**src/rtl/core/bks_pkg.sv**
```systemverilog
// Shared types and constants for the bracket key substitution block.
package bks_pkg;

  typedef enum logic [1:0] {
    OP_TEXT    = 2'd0,
    OP_KEY_WR  = 2'd1,
    OP_VAL_WR  = 2'd2,
    OP_LEN_WR  = 2'd3
  } op_t;

  localparam logic [7:0] OPEN_MARK    = 8'h28;
  localparam logic [7:0] CLOSE_MARK   = 8'h29;
  localparam logic [7:0] UNKNOWN_MARK = 8'h3F;

  typedef struct packed {
    op_t        op;
    logic [7:0] ch;
    logic       text_end;
    logic [5:0] entry;
    logic [3:0] char_pos;
    logic [3:0] key_length;
    logic [3:0] value_length;
  } in_item_t;

  typedef struct packed {
    logic [7:0] out_char;
    logic       run_last;
  } out_item_t;

  // Controller to datapath.
  typedef struct packed {
    logic rd_key;
    logic next_idx;
    logic val_start;
    logic rd_val;
    logic next_j;
    logic emit_unk;
    logic emit_val;
  } cmd_t;

  // Datapath to controller.
  typedef struct packed {
    logic eval;
    logic at_end;
    logic hit;
    logic vlen_zero;
    logic val_last;
    logic slot_free;
  } stat_t;

endpackage

```
**src/rtl/core/bks_ctrl.sv**
```systemverilog
// Sequencer for key search and value emission.
module bks_ctrl (
  input  logic            clk,
  input  logic            rst_n,
  input  logic            in_fire,
  input  bks_pkg::stat_t  st,
  output logic            in_ready,
  output bks_pkg::cmd_t   cmd
);

  typedef enum logic [2:0] {
    S_IDLE,
    S_SEARCH,
    S_CMP,
    S_VRD,
    S_VOUT
  } state_t;

  state_t state_r, state_nxt;

  assign in_ready = (state_r == S_IDLE) && st.slot_free;

  always_comb begin
    cmd       = '0;
    state_nxt = state_r;
    unique case (state_r)
      S_IDLE: begin
        if (in_fire && st.eval) state_nxt = S_SEARCH;
      end
      S_SEARCH: begin
        if (st.at_end) begin
          if (st.slot_free) begin
            cmd.emit_unk = 1'b1;
            state_nxt    = S_IDLE;
          end
        end else begin
          cmd.rd_key = 1'b1;
          state_nxt  = S_CMP;
        end
      end
      S_CMP: begin
        if (st.hit) begin
          cmd.val_start = 1'b1;
          state_nxt     = st.vlen_zero ? S_IDLE : S_VRD;
        end else begin
          cmd.next_idx = 1'b1;
          state_nxt    = S_SEARCH;
        end
      end
      S_VRD: begin
        cmd.rd_val = 1'b1;
        state_nxt  = S_VOUT;
      end
      S_VOUT: begin
        if (st.slot_free) begin
          cmd.emit_val = 1'b1;
          if (st.val_last) begin
            state_nxt = S_IDLE;
          end else begin
            cmd.next_j = 1'b1;
            state_nxt  = S_VRD;
          end
        end
      end
      default: state_nxt = S_IDLE;
    endcase
  end

  always_ff @(posedge clk) begin
    if (!rst_n) begin
      state_r <= S_IDLE;
    end else begin
      state_r <= state_nxt;
    end
  end

endmodule

```
**config.mk**
```make
export PLATFORM = sky130hd
export DESIGN_NAME = bks_ctrl
export DESIGN_NICKNAME = d
export VERILOG_FILES = /design/src/rtl/core/bks_pkg.sv /design/src/rtl/core/bks_ctrl.sv
export SDC_FILE = /design/constraint.sdc
export NUM_CORES = 1
export LEC_CHECK = 0
export BUFFER_PORTS_ARGS = -buffer_cell sky130_fd_sc_hd__buf_2
export CORE_AREA = 3 3 40 42
export CTS_CLUSTER_DIAMETER = 50
export CTS_CLUSTER_SIZE = 10
export DETAILED_ROUTE_END_ITERATION = 8
export DIE_AREA = 0 0 43 45
export SYNTH_ARGS = -nofsm -noshare
export SYNTH_HDL_FRONTEND = slang
export SYNTH_SLANG_ARGS = --single-unit
```
**constraint.sdc**
```tcl
create_clock -name clk -period 1.4 [get_ports clk]
set_input_delay 0.14 -clock clk [delete_from_list [all_inputs] [get_ports clk]]
set_output_delay 0.14 -clock clk [all_outputs]
set_load 0.02 [all_outputs]
```
==> impl_metrics.py <==
metrics = {
    "outcome": {
        "status": "finished, final reports clean",
    },
    "yosys": {
        "syn_inst": 35,
        "seq_area_frac_synth_pct": 19.5,
        "syn_area_um2": 308,
        "synth_warnings": 0,
        "async_flop_share_pct": 0,
        "synth_nets": 44,
        "ys.flop_type": "dfxtp_1",
        "synth_cell_types": 25,
        "syn_avg_cell_area_um2": 8.79,
        "ys_ff_latch": 3,
        "synth_edf_count": 0,
    },
    "clock_network": {
        "clock_latency_ns": 0.24,
        "cts_hold_buf": 0,
        "clk_path_buf_depth": 2,
        "cts_made_buffers": 3,
        "htree_levels": 1,
        "cts_tree": "yes",
        "clkSinkCount": 3,
        "path_clk_slew_ns": 0.04,
        "root_buffer": "clkbuf_4",
    },
    "cells_and_area": {
        "antenna_cells": 0,
        "largestRegisters": "state_r: 3 flops",
        "final_nets": 65,
        "syn_to_final_growth_pct": 44.3,
        "post_route_cells_drive_above_1_share_pct": 54.5,
        "finalNonFillerCells": 70,
        "final_util_pct": 34.6,
        "fin_area_um2": 444,
        "top_register": "state_r",
        "largest_register_ffs": 3,
    },
    "floorplanning": {
        "io_pins": 17,
        "core_area_mm2": 0.00128,
        "rows": 13,
        "dieArea_mm2": 0.00194,
        "die_y_um": 45,
        "die_w_um": 43,
        "start_util_pct": 24.0,
    },
    "route": {
        "vias": 322,
        "wl_um": 798,
        "wl_per_cell_um": 11.4,
        "drtPass1Iterations": 4,
        "viasPerCell": 4.60,
        "drtIter0Drc": 4,
        "route.detailed.drc": 0,
        "final_antenna_net_count": 0,
    },
    "global_route": {
        "grt_pass1_wl_um": 1240,
        "grt.overflow.total": 0,
        "antenna_found_initial": 0,
        "grt_max_degree": 14,
        "grt_pass1_vias": 274,
        "grt_usage_pct": 8.90,
    },
    "placed_design": {
        "place_area_um2": 392,
        "dp_hpwl_um": 616,
        "place.gp.congestion": 0.712,
        "io_buffers": 16,
        "post-place-cells": 65,
    },
    "worst_setup_path": {
        "startpoint": "state_r[0]",
        "reg2reg_from": "state_r[0]",
        "cp.arrival_ns": 1.17,
        "reg2reg_to": "state_r[0]",
        "end_kind": "output pin",
        "cp.required_ns": 1.26,
        "worstSetupStartpointType": "register",
        "cp-endpoint": "cmd[5]",
        "critical_path_class": "register to output pin",
        "ff2ff_setup_slack_ns": 0.27,
        "ff2ff_path_depth": 5,
        "worstPathMaxFanout": 5,
    },
    "power_and_ir_drop": {
        "pwr-share-seq_pct": 28.3,
        "p_per_area_mw_per_mm2": 726,
        "p_sw_uw": 92.5,
        "power_frac_comb_pct": 22.5,
        "p_sw_share_pct": 28.7,
        "p_int_uw": 230,
        "vdd_drop_max_mv": 0.235,
        "p_leak_uw": 0.000213,
        "p_clk_share_pct": 49.3,
    },
    "sta": {
        "holdWs_ns": 0.153,
        "grt_setup_unrepaired": "no",
        "finalCritPeriodShare_pct": 93.8,
        "period_needed_ns": 1.31,
        "fin_skew_ns": 0.00214,
        "tns_ns": 0,
        "setup_violations": 0,
        "tightest_slew_ns": 0.257,
        "hold_violations": 0,
        "fmax_mhz": 762,
        "relSlewSlack_pct": 82.8,
        "drv_slew": 0,
    },
    "flow_run": {
        "max_cap_viol_count": 0,
    },
    "worst_hold_path": {
        "timing.hold.worst.class": "input port to register",
    },
}
==> worst min path at each step <==
| stage | startpoint | end | slack, ns | cells past startpoint |
|---|---|---|---|---|
| 2_1_floorplan | rst_n | state_r[2] | 0.27 | 1 |
| 3_3_place_gp | rst_n | state_r[2] | 0.40 | 2 |
| 3_5_place_dp | rst_n | state_r[2] | 0.39 | 2 |
| 4_1_cts | rst_n | state_r[2] | 0.15 | 2 |
| 5_1_grt | rst_n | state_r[2] | 0.17 | 2 |
| 6_report | rst_n | state_r[2] | 0.15 | 2 |
==> critical path, stage by stage (launching register included) <==
cell	delay, ns
dfxtp_1	0.33
buf_4	0.16
nor4b_2	0.25
buf_2	0.20
==> metrics by stage <==
step | setup WS, ns | power, µW
floorplan | 0.0513 | 138
global placement | 0.210 | 164
detailed placement | 0.208 | 164
CTS | 0.0173 | 326
global route | 0.00117 | 342
finish | 0.0870 | 323
==> power by group through the flow <==
stage	sequential [µW]	clock (µW)	combinational, µW
2_1_floorplan	91.5	0	46.5
3_3_place_gp	93.6	0	69.9
3_5_place_dp	93.8	0	70.3
4_1_cts	92.6	163	70.2
5_1_grt	91.8	172	78.4
6_report	91.1	159	72.4
==> layout by cell type, fill, tap and decap left out, drive strengths merged <==
| cell type | synthesis | routed |
|---|---|---|
| a211o | 1 | 1 |
| a211oi | 1 | 1 |
| a221oi | 1 | 1 |
| a22oi | 1 | 1 |
| a31oi | 1 | 1 |
| and2 | 1 | 1 |
| and3 | 1 | 1 |
| and3b | 1 | 1 |
| and4b | 1 | 1 |
| and4bb | 1 | 1 |
| buf | 3 | 19 |
| clkbuf | 0 | 4 |
| dfxtp | 3 | 3 |
| nand2 | 2 | 2 |
| nand2b | 1 | 1 |
| nor2 | 2 | 2 |
| nor2b | 4 | 4 |
| nor3 | 2 | 2 |
| nor3b | 2 | 2 |
| nor4b | 1 | 1 |
| o21a | 1 | 1 |
| o21ai | 2 | 2 |
| o21bai | 2 | 2 |
==> metal layers <==
metal  wire length, µm  vias to the layer above  global-route usage, %  share of wire, %
met5                 0                        -                      0                 0
met4                12                        0                   7.23               1.5
met2               349                       12                   12.6                44
li1                  -                      172                      -                 -
met3                51                        2                   2.39               6.4
met1               384                      136                   11.3                48
==> cell type report <==
class	count	area, µm²
fill	152	841
clock buffer	4	26.3
tap	15	18.8
sequential	3	65.1
timing repair buffer	19	103
multi-input combinational	29	231
==> synth_stat cells (2+ instances only) <==
cell,count,share of area [%]
nor2_1,2,2.4
dfxtp_1,3,20
nand2_1,2,2.4
nor3b_1,2,4.9
nor2b_1,3,6.1
buf_6,2,7.3
o21bai_1,2,4.9
nor3_1,2,3.3
==> kinds of logic (layout without fill, tap and decap cells) <==
family,Yosys count,after routing,synth area share [%]
and+or+nand+nor,19,19,42.7
DFF,3,3,19.5
AOI/OAI and AO/OA,10,10,28.0
buffers and inverters,3,23,9.76
==> what timing repair did <==
item	in CTS	in global routing
buffers inserted	0	1
gates cloned	0	0
endpoints found under the setup margin	4	5
pin swaps	0	0
resized for setup	2	4
(Power assumes the default switching activity.)
